File: src/design/ddsv_pkg.sv
// package: shared types, constants and the triangle wave function for the dds voice
`default_nettype none

package ddsv_pkg;

    localparam int DDSV_TABLE_BITS = 8;

    localparam logic [4:0] LEVEL_MAX = 5'd31;
    localparam logic [7:0] DUTY_MID  = 8'd128;
    localparam int         MIX_SHIFT = 5;

    localparam int CFG_INDEX_W = 3;
    localparam int CFG_DATA_W  = 16;

    localparam logic [CFG_INDEX_W-1:0] REG_ATTACK_END     = 3'd0;
    localparam logic [CFG_INDEX_W-1:0] REG_ATTACK_STEP    = 3'd1;
    localparam logic [CFG_INDEX_W-1:0] REG_DECAY_END      = 3'd2;
    localparam logic [CFG_INDEX_W-1:0] REG_DECAY_STEP     = 3'd3;
    localparam logic [CFG_INDEX_W-1:0] REG_RELEASE_START  = 3'd4;
    localparam logic [CFG_INDEX_W-1:0] REG_RELEASE_STEP   = 3'd5;
    localparam logic [CFG_INDEX_W-1:0] REG_SUSTAIN_VOLUME = 3'd6;
    localparam logic [CFG_INDEX_W-1:0] REG_PEAK_VOLUME    = 3'd7;

    typedef struct packed {
        logic [15:0] attack_end;
        logic [7:0]  attack_step;
        logic [15:0] decay_end;
        logic [7:0]  decay_step;
        logic [15:0] release_start;
        logic [7:0]  release_step;
        logic [4:0]  sustain_volume;
        logic [4:0]  peak_volume;
    } ddsv_cfg_t;

    localparam ddsv_cfg_t CFG_RESET = '{
        attack_end:     16'd1000,
        attack_step:    8'd8,
        decay_end:      16'd3000,
        decay_step:     8'd60,
        release_start:  16'd12000,
        release_step:   8'd60,
        sustain_volume: 5'd20,
        peak_volume:    5'd31
    };

    typedef struct packed {
        logic [4:0]  level;
        logic [15:0] note_time;
    } ddsv_env_t;

    // triangle sample for an 8-bit index, signed -128..127
    function automatic logic signed [8:0] tri_value(input logic [7:0] j);
        logic [8:0] twice;
        begin
            twice = {j, 1'b0};
            if (j < 8'd64)
                tri_value = $signed(twice);
            else if (j <= 8'd191)
                tri_value = $signed(9'd255 - twice);
            else
                tri_value = $signed(twice);
        end
    endfunction

endpackage

`default_nettype wire

File: src/design/ddsv_ifs.sv
// interfaces: sample tick input channel and pwm duty output channel
`default_nettype none

interface ddsv_tick_if;
    logic        valid;
    logic        ready;
    logic        op;
    logic [15:0] new_tuning;

    modport source (output valid, output op, output new_tuning, input ready);
    modport sink (input valid, input op, input new_tuning, output ready);
endinterface

interface ddsv_duty_if;
    logic       valid;
    logic       ready;
    logic [7:0] pwm_duty;

    modport source (output valid, output pwm_duty, input ready);
    modport sink (input valid, input pwm_duty, output ready);
endinterface

`default_nettype wire

File: src/design/ddsv_env.sv
// envelope: next level and note clock from the attack, decay and release rules
`default_nettype none

module ddsv_env
    import ddsv_pkg::*;
(
    input  var ddsv_cfg_t cfg,
    input  var ddsv_env_t cur,
    input  wire           note_on,
    output ddsv_env_t     nxt
);

    logic [15:0] nt;
    logic [15:0] t;
    logic [15:0] thr_attack;
    logic [15:0] lhs_decay;
    logic [15:0] rhs_decay;
    logic [15:0] lhs_release;
    logic [15:0] rhs_release;
    logic [15:0] gap_decay;
    logic [15:0] gap_release;

    always_comb
    begin
        nt          = note_on ? 16'd1 : cur.note_time;
        t           = nt + 16'd1;
        thr_attack  = 16'(cfg.attack_step) * 16'(cur.level);
        gap_decay   = 16'(cfg.peak_volume) - 16'(cur.level);
        gap_release = 16'(cfg.sustain_volume) - 16'(cur.level);
        rhs_decay   = gap_decay * 16'(cfg.decay_step);
        rhs_release = gap_release * 16'(cfg.release_step);
        lhs_decay   = t - cfg.attack_end;
        lhs_release = t - cfg.release_start;

        nxt = cur;
        if (nt != 16'd0)
        begin
            nxt.note_time = t;
            if (t < cfg.attack_end)
            begin
                if (t > thr_attack && cur.level < LEVEL_MAX)
                    nxt.level = cur.level + 5'd1;
            end
            else if (t < cfg.decay_end)
            begin
                if (lhs_decay > rhs_decay && cur.level > cfg.sustain_volume)
                    nxt.level = cur.level - 5'd1;
            end
            else if (t > cfg.release_start)
            begin
                if (lhs_release > rhs_release)
                begin
                    if (cur.level != 5'd0)
                        nxt.level = cur.level - 5'd1;
                    else
                        nxt.note_time = 16'd0;
                end
            end
        end
    end

endmodule

`default_nettype wire

File: src/design/dds_triangle_adsr_voice.sv
// top level: dds triangle oscillator with adsr volume envelope and pwm duty output
//
// usage
// - tick channel: one transaction per audio sample; op high carries a note-on
//   whose new_tuning becomes the phase increment
// - duty channel: one transaction per tick, the pwm compare value
//   128 plus the mix computed on the previous tick
// - config port: cfg_we with cfg_index and cfg_wdata writes one envelope
//   register; the user must write only while no tick is in flight (not enforced)
// - the duty appears in the output register in the cycle after the tick
//   transaction; one tick per cycle sustained while the duty receiver takes it
// - the whole update (phase add, table, 9x5 product, envelope compares and
//   16-bit products) is combinational from the state registers back into them
// - a stalled receiver keeps the duty in the output register; tick ready
//   drops only while that register is full and not being taken
// - reset clears phase, increment, level, note clock and mix, loads the
//   default envelope settings and empties the output register
`default_nettype none

module dds_triangle_adsr_voice
    import ddsv_pkg::*;
#(
    parameter int TABLE_BITS = DDSV_TABLE_BITS
)
(
    input  wire                   clk,
    input  wire                   rst_n,
    ddsv_tick_if.sink             tick,
    ddsv_duty_if.source           duty,
    input  wire                   cfg_we,
    input  wire [CFG_INDEX_W-1:0] cfg_index,
    input  wire [CFG_DATA_W-1:0]  cfg_wdata
);

    localparam int IdxShift = 10 - TABLE_BITS;

    ddsv_cfg_t   cfg_reg;
    logic [15:0] phase_reg;
    logic [15:0] increment_reg;
    logic [7:0]  mix_reg;
    ddsv_env_t   env_reg;
    ddsv_env_t   env_next;
    logic        out_valid_reg;
    logic [7:0]  duty_reg;

    logic                  accept;
    logic [15:0]           phase_next;
    logic [TABLE_BITS-1:0] idx;
    logic [9:0]            idx_wide;
    logic signed [8:0]     tri_s;
    logic signed [5:0]     lvl_s;
    logic signed [13:0]    prod;
    logic [7:0]            mix_next;

    assign tick.ready    = !out_valid_reg || duty.ready;
    assign accept        = tick.valid && tick.ready;
    assign duty.valid    = out_valid_reg;
    assign duty.pwm_duty = duty_reg;

    always_comb
    begin
        phase_next = phase_reg + increment_reg;
        idx        = phase_next[15 -: TABLE_BITS];
        idx_wide   = 10'(idx) << IdxShift;
        tri_s      = tri_value(idx_wide[9:2]);
        lvl_s      = $signed({1'b0, env_reg.level});
        prod       = tri_s * lvl_s;
        mix_next   = prod[MIX_SHIFT+7:MIX_SHIFT];
    end

    ddsv_env u_env (
        .cfg     (cfg_reg),
        .cur     (env_reg),
        .note_on (tick.op),
        .nxt     (env_next)
    );

    // config registers
    always_ff @(posedge clk or negedge rst_n)
    begin
        if (!rst_n)
        begin
            cfg_reg <= CFG_RESET;
        end
        else if (cfg_we)
        begin
            case (cfg_index)
                REG_ATTACK_END:     cfg_reg.attack_end     <= cfg_wdata;
                REG_ATTACK_STEP:    cfg_reg.attack_step    <= cfg_wdata[7:0];
                REG_DECAY_END:      cfg_reg.decay_end      <= cfg_wdata;
                REG_DECAY_STEP:     cfg_reg.decay_step     <= cfg_wdata[7:0];
                REG_RELEASE_START:  cfg_reg.release_start  <= cfg_wdata;
                REG_RELEASE_STEP:   cfg_reg.release_step   <= cfg_wdata[7:0];
                REG_SUSTAIN_VOLUME: cfg_reg.sustain_volume <= cfg_wdata[4:0];
                REG_PEAK_VOLUME:    cfg_reg.peak_volume    <= cfg_wdata[4:0];
                default:            cfg_reg                <= cfg_reg;
            endcase
        end
    end

    // voice state
    always_ff @(posedge clk or negedge rst_n)
    begin
        if (!rst_n)
        begin
            phase_reg     <= '0;
            increment_reg <= '0;
            mix_reg       <= '0;
            env_reg       <= '0;
        end
        else if (accept)
        begin
            phase_reg <= phase_next;
            mix_reg   <= mix_next;
            env_reg   <= env_next;
            if (tick.op)
                increment_reg <= tick.new_tuning;
        end
    end

    // output register
    always_ff @(posedge clk or negedge rst_n)
    begin
        if (!rst_n)
        begin
            out_valid_reg <= 1'b0;
        end
        else if (accept)
        begin
            out_valid_reg <= 1'b1;
        end
        else if (duty.ready)
        begin
            out_valid_reg <= 1'b0;
        end
    end

    always_ff @(posedge clk)
    begin
        if (accept)
            duty_reg <= DUTY_MID + mix_reg;
    end

    a_result_follows: assert property (@(posedge clk) disable iff (!rst_n)
        accept |=> duty.valid)
        else $error("no result after tick transaction");

    a_duty_value: assert property (@(posedge clk) disable iff (!rst_n)
        accept |=> duty.pwm_duty == DUTY_MID + $past(mix_reg))
        else $error("duty does not match previous mix");

    a_level_step: assert property (@(posedge clk) disable iff (!rst_n)
        accept |=> (env_reg.level == $past(env_reg.level))
                || (env_reg.level == $past(env_reg.level) + 5'd1)
                || (env_reg.level == $past(env_reg.level) - 5'd1))
        else $error("level moved by more than one step");

    a_idle_stays: assert property (@(posedge clk) disable iff (!rst_n)
        (env_reg.note_time == 16'd0 && !(accept && tick.op))
            |=> env_reg.note_time == 16'd0)
        else $error("envelope started without note-on");

    a_hold_state: assert property (@(posedge clk) disable iff (!rst_n)
        !accept |=> $stable(phase_reg) && $stable(env_reg) && $stable(mix_reg))
        else $error("voice state changed without a tick");

endmodule

`default_nettype wire
File: src/flat_wrapper.sv
// flat-port wrapper written by rule: the top's interface ports become plain ports
module dds_triangle_adsr_voice_flat import ddsv_pkg::*;
#(
    parameter int TABLE_BITS = DDSV_TABLE_BITS
)
  (clk, rst_n, cfg_we, cfg_index, cfg_wdata, tick_valid, tick_op, tick_new_tuning, tick_ready, duty_valid, duty_pwm_duty, duty_ready);
  ddsv_tick_if tick_i ();
  ddsv_duty_if duty_i ();
  input  wire clk;
  input  wire rst_n;
  input  wire cfg_we;
  input  wire [CFG_INDEX_W-1:0] cfg_index;
  input  wire [CFG_DATA_W-1:0] cfg_wdata;
  input wire logic [$bits(tick_i.valid)-1:0] tick_valid;
  input wire logic [$bits(tick_i.op)-1:0] tick_op;
  input wire logic [$bits(tick_i.new_tuning)-1:0] tick_new_tuning;
  output wire logic [$bits(tick_i.ready)-1:0] tick_ready;
  output wire logic [$bits(duty_i.valid)-1:0] duty_valid;
  output wire logic [$bits(duty_i.pwm_duty)-1:0] duty_pwm_duty;
  input wire logic [$bits(duty_i.ready)-1:0] duty_ready;
  assign tick_i.valid = tick_valid;
  assign tick_i.op = tick_op;
  assign tick_i.new_tuning = tick_new_tuning;
  assign tick_ready = tick_i.ready;
  assign duty_valid = duty_i.valid;
  assign duty_pwm_duty = duty_i.pwm_duty;
  assign duty_i.ready = duty_ready;
  dds_triangle_adsr_voice #(.TABLE_BITS(TABLE_BITS)) u_core (.clk(clk), .rst_n(rst_n), .tick(tick_i), .duty(duty_i), .cfg_we(cfg_we), .cfg_index(cfg_index), .cfg_wdata(cfg_wdata));
endmodule
File: config.mk
export PLATFORM = sky130hd
export DESIGN_NAME = dds_triangle_adsr_voice_flat
export DESIGN_NICKNAME = d
export VERILOG_FILES = /design/src/design/ddsv_pkg.sv /design/src/design/ddsv_ifs.sv /design/src/design/ddsv_env.sv /design/src/design/dds_triangle_adsr_voice.sv /design/src/flat_wrapper.sv
export SDC_FILE = /design/constraint.sdc
export NUM_CORES = 1
export LEC_CHECK = 0
export BUFFER_PORTS_ARGS = -buffer_cell sky130_fd_sc_hd__buf_2
export CORE_MARGIN = 5
export CORE_UTILIZATION = 58
export DETAILED_ROUTE_END_ITERATION = 16
export PLACE_DENSITY = 0.78
export SYNTH_ARGS = -nofsm -noshare
export SYNTH_HDL_FRONTEND = slang
export SYNTH_SLANG_ARGS = --single-unit
File: constraint.sdc
create_clock -name clk -period 8.82 [get_ports clk]
set_input_delay 0.882 -clock clk [delete_from_list [all_inputs] [get_ports clk]]
set_output_delay 0.882 -clock clk [all_outputs]
set_load 0.005 [all_outputs]
After elaboration in Yosys (flattened, before gate mapping)
Index checks and enable logic that the tools add are counted.
{"block": "op_classes", "add_sub_neg": 10, "n_mul": 4, "div": 0, "n_lt_le_gt_ge": 10, "eq_ne": 9, "shift": 0, "mux": 15, "n_bitwise": 0, "reduce_logical": 23}
{"op": "2-to-1 mux 16 bit", "n": 4}
{"op": "> comparator 16 bit", "n": 3}
{"op": "2-to-1 mux 21 bit", "n": 2}
{"op": "< comparator 16 bit", "n": 2}
{"op": "subtractor 16 bit", "n": 2}
{"op": "multiplier 6 x 9 -> 15 bit", "n": 2}
{"op": "2-to-1 mux 5 bit", "n": 5}
{"op": "AND reduction 2 bit", "n": 10}
{"op": "2-to-1 mux 9 bit", "n": 2}
{"op": "adder 16 x 1 -> 16 bit, second input constant", "n": 1}
{"op": "adder 16 bit", "n": 1}
{"op": "> comparator 16 x 13 -> 1 bit", "n": 1}
{"op": "nonzero test 16 bit", "n": 1}
{"op": "multiplier 8 x 5 -> 13 bit", "n": 1}
{"op": "multiplier 9 x 6 -> 13 bit", "n": 1}
{"op": "== test 3 bit, second input constant", "n": 4}
{"op": "subtractor 5 x 5 -> 6 bit", "n": 2}
{"op": "nonzero test 3 bit", "n": 3}
{"op": "subtractor 8 x 9 -> 9 bit, first input constant", "n": 1}
{"op": "adder 8 bit, first input constant", "n": 1}
{"op": "less-or-equal comparator 8 bit, second input constant", "n": 1}
{"op": "< comparator 8 x 7 -> 1 bit, second input constant", "n": 1}
{"op": "AND reduction 7 bit", "n": 1}
{"op": "== test 3 x 2 -> 1 bit, second input constant", "n": 2}
{"op": "14 further kinds", "n": 17}
{"block": "totals", "regBits": 152, "latchBits": 0, "mem_bits_rw": 0, "romBits": 0, "input_bits": 41, "n_memories": 0}

Logic depth before layout (Yosys ltp)
{"block": "logic_depth", "ltp_word": 8, "mapped_depth": 40}

Hierarchy
Synthesis repeated with hierarchy kept, for this count alone.
{"block": "unflattened", "hier_cells": 1766, "hier_area_um2": 16926.2}
{"module": "ddsv_env", "n_inst": 1, "cells_each": 1154, "area_per_inst_um2": 9155.0, "seq_area_each_um2": 0.0}
{"module": "dds_triangle_adsr_voice", "n_inst": 1, "cells_each": 612, "area_per_inst_um2": 7771.2, "seq_area_each_um2": 3888.7}

Least setup slack after synthesis
No wires, ideal clock.
{"block": "synth_path", "path_type": "flip-flop to flip-flop", "from": "register u_core.env_reg[17] in the netlist's numbering", "to": "register u_core.env_reg[19] in the netlist's numbering", "arrival_time_ns": 8.196, "required_time_ns": 8.741, "slack_ns": 0.544, "path_stages_with_launch": 39, "n_path_buf": 3, "synth_period_minus_slack_ns": 8.276, "cell_sequence": "dfrtp_1 -> clkbuf_1 -> inv_1 -> ha_1 -> a21oi_1 -> o21ai_0 -> a21o_1 -> a21o_1 -> clkbuf_1 -> or2_2 -> fa_1 -> fa_1 -> inv_1 -> fa_1 -> inv_1 -> fa_1 -> inv_1 -> fa_1 -> [3 not listed] -> a21oi_1 -> nor2b_1 -> o21a_1 -> o21ai_0 -> nand2b_1 -> a21oi_1 -> xnor2_1 -> ha_1 -> nand4_1 -> a2111oi_0 -> nor3_1 -> nor4_1 -> a21oi_1 -> or2_2 -> buf_2 -> o41ai_1 -> a221oi_1 -> mux2i_1"}
{"block": "synth_between", "elab_chain_len": 6, "elab_cells_between_ends": 27, "classes_between": "4 x add/sub; 3 x mul; 5 x order compare; 2 x eq/ne; 7 x mux; 6 x reduce/logical"}
{"element": "from (decl)", "line": "dds_triangle_adsr_voice.sv:41", "rtl": "ddsv_env_t env_reg;"}
{"element": "from (signal assigned)", "line": "dds_triangle_adsr_voice.sv:115", "rtl": "env_reg <= env_next;"}
{"element": "subtractor 5 x 5 -> 6 bit / subtractor 5 x 1 -> 5 bit (equally long branches)", "line": "ddsv_env.sv:28, ddsv_env.sv:47, ddsv_env.sv:54"}
{"element": "multiplier 6 x 9 -> 15 bit / 2-to-1 mux 5 bit (equally long branches)", "line": "ddsv_env.sv:30, ddsv_env.sv:53"}
{"element": "> comparator 16 bit / 2-to-1 mux 21 bit (equally long branches)", "line": "ddsv_env.sv:46, ddsv_env.sv:51"}
{"element": "logical AND 1 bit / 2-to-1 mux 21 bit (equally long branches)", "line": "ddsv_env.sv:46, ddsv_env.sv:49"}
{"element": "inequality test 3 x 2 -> 1 bit (no line) / 2-to-1 mux 5 bit (equally long branches)"}
{"element": "AND reduction 7 bit (no line) / 2-to-1 mux 5 bit (equally long branches)"}
Parallel ways exist; a longest one is shown, timed or not. The select of a mux whose other input is x is not followed.
A chain may end at the register's enable or synchronous reset.

Worst setup path after layout
{"block": "layout_path", "from": "register u_core.env_reg[17] in the netlist's numbering", "to": "register u_core.env_reg[17] in the netlist's numbering"}
The elaborated chain is that of the path after synthesis.

==> metrics.md <==
| Metric | Value |
|---|---|
| Worst skew pair latency | `0.44 ns` |
| Die width | `175 um` |
| Slew Limit Fails | `0` |
| Global-route wire length before repair | `61800 um` |
| Reg clk slew, reported paths | `0.07 ns` |
| Fin crit period | `8.34 ns` |
| Startpoint types | `register` |
| Total track usage | `24.8%` |
| Number of synthesized flops with an enable pin | `8` |
| Top Ports | `51` |
| Critical path endpoint category | `register` |
| Routed wire length | `36900 um` |
| Worst Hold Path Cells | `0` |
| Antenna violations before repair | `1` |
| Hold Crit Class | `reg -> reg` |
| Register area share after synthesis | `24.7%` |
| Die extent in y | `175 um` |
| CTS HTree Levels | `4` |
| FILL cells | `2193` |
| Yosys top cell area share | `18.4%` |
| Via count | `12300` |
| Routed Antenna Nets | `0` |
| Routed len/inst | `17.5 um` |
| Number of diodes | `0` |
| Status | `completed` |
| Via density | `5.84` |
| Layout area overhead | `8.88%` |
| Initial Util | `58.6%` |
| Core area | `26900 sq um` |
| Worst r2r path cells | `36` |
| Synth warn | `0` |
| FF+latch count, synth | `152` |
| Most used cell, CP | `fa_1` |
| CP max-delay cell | `fa_1` |
| Syn nets | `2074` |
| Max_slew headroom | `37.1%` |
| Largest register FFs | `82` |
| Max Clk Rate | `120 MHz` |
| Residual DRC | `0` |
| Cell row count | `60` |
| Asr flop ratio synth | `94.7%` |
| Critical path class | `reg -> reg` |
| I/O Buffers | `50` |
| Final setup violation count | `0` |
| Critical Path Fanout Max | `6` |
| Gp weighted congestion | `0.906` |
| Top cell type by total area after synthesis | `ha_1` |
| CP arrival | `8.65 ns` |
| Layout cell share with drive strength beyond 1 | `13.0%` |
| Syn Area/Cell | `9.24 sq um` |
| Top cells by area, synth | `ha_1 18%, dfrtp_1 17%, fa_1 12%` |
| Final Skew | `0.0129 ns` |
| Largest net degree at the start of global routing | `84` |
| Mapped Area | `15700 sq um` |
| TritonRoute pass-1 iters | `6` |
| Die Footprint | `30500 sq um` |
| Slew @ Worst Pin | `0.936 ns` |
| DR iter-0 viols | `699` |
| CTS tree | `built` |
| CTS sink count | `152` |
| MaxCap Viol Count | `0` |
| Top_reg_cell synth | `dfrtp_1` |
| Final nets | `2129` |
| Hold Fails Final Rpt | `0` |
| Number of global-route vias before repair | `12600` |
| Final worst-path cycle share | `94.5%` |
| Netlist cell types | `72` |
| Gr ovfl total | `0` |
| Cells after Synth | `1704` |
| Setup TNS | `0 ns` |
| Post-DP HPWL | `27800 um` |
| Root Driver | `clkbuf_16` |
| CTS Buf Count | `17` |
| Largest stage delay, worst path | `0.54 ns` |
| WP data required | `9.14 ns` |
| Clock buffer depth | `2` |
-- synthesized netlist by cell type (all sizes together) (17+ instances only) --
library cell,n
dfrtp,108
xnor2,64
nor2,84
nand3,22
nor2b,30
a22o,17
o21a,20
nand2b,25
and2,93
a21oi,68
xor2,38
inv,214
nand2,167
nand4,20
a21o,28
dfstp,36
clkbuf,30
ha,232
o21ai,100
mux2,54
fa,97
-- metrics by stage --
step | std cells | setup WS, ns | cell area, sq um | util [%] | hold slack, ns
after floorplan | 1704 | 0.544 | 15700 | - | 0.425
after global placement | 2076 | 0.493 | 16400 | 61.1 | 0.431
after detailed placement | 2076 | 0.177 | 16400 | 61.1 | 0.436
after CTS | 2108 | 0.102 | 17000 | 63.4 | 0.451
after global routing | 2113 | -0.0134 | 17100 | 63.8 | 0.462
final | 2113 | 0.485 | 17100 | 63.8 | 0.448
-- logic make-up after synthesis --
kind of cell             share of synthesized area (%)
multiplexers                                      3.99
flip-flops                                        24.7
buffers and inverters                             5.94
adder cells (fa/ha/maj)                           30.8
AND/OR/NAND/NOR                                   16.6
AO/OA/AOI/OAI                                     12.3
XOR/XNOR                                          5.67
-- area by class of cell --
class	count	area (sq um)	share of cell area, %
clock buffers	18	439	2.56
multi-input cells	1304	11000	64.2
well taps	341	427	2.49
repair buffers	70	407	2.37
clock inverters	14	173	1.01
flip-flops and latches	152	3890	22.7
inverters	214	807	4.71
-- placed cells by master, fill, tap and decap left out, types with 20 or more instances in the layout --
cell type	n
nand2b_1	25
nor2b_1	30
nand2_1	167
xor2_1	38
dfrtp_1	108
o21ai_0	93
fa_1	97
o21a_1	20
nand4_1	20
buf_2	49
xnor2_1	62
nor2_1	84
nand3_1	20
ha_1	232
buf_4	20
and2_1	93
mux2_2	54
inv_1	212
dfstp_2	36
a21oi_1	63
a21o_1	28
-- worst max-delay path: cells and delay by family (launching register included) --
family,cells,cell delay [ns]
buffers and inverters,5,0.57
DFF,1,0.39
and+or+nand+nor,6,1.06
adders and majority gates,7,3.20
AOI/OAI and AO/OA,17,2.88
xor gates and xnor gates,1,0.11
-- timing repair --
item / in CTS / in global routing
setup buffers: 0 / 5
endpoints found under the setup margin: 0 / 21
hold buffers: 0 / 0
hold endpoints to repair: 0 / 0
gates resized for setup: 0 / 14
-- path summary, 6_finish.rpt --
check | from | endpoint | slack [ns]
min in group asynchronous | rst_n | u_core.phase_reg[10]$_DFFE_PN0P_ | 0.50
worst max-delay path | u_core.env_reg[17]$_DFFE_PN0P_ | u_core.env_reg[17]$_DFFE_PN0P_ | 0.48
worst min-delay path | u_core.mix_reg[5]$_DFFE_PN0P_ | u_core.duty.pwm_duty[5]$_DFFE_PP_ | 0.45
max in group asynchronous | rst_n | u_core.cfg_reg[55]$_DFFE_PN0P_ | 6.97
worst min register to register | u_core.mix_reg[5]$_DFFE_PN0P_ | u_core.duty.pwm_duty[5]$_DFFE_PP_ | 0.45
worst max register to register | u_core.env_reg[17]$_DFFE_PN0P_ | u_core.env_reg[17]$_DFFE_PN0P_ | 0.48
-- layer usage --
metal | vias to the layer above | routed length, um | GRT usage (%)
met1 | 6037 | 15500 | 31.0
met3 | 89 | 1680 | 4.02
met5 | - | 13 | 0
li1 | 5879 | - | -
met2 | 323 | 18400 | 43.5
met4 | 2 | 1370 | 8.64
Power is not shown: default switching activity piles up to over one toggle a cycle in this logic, so the estimate is an artifact.
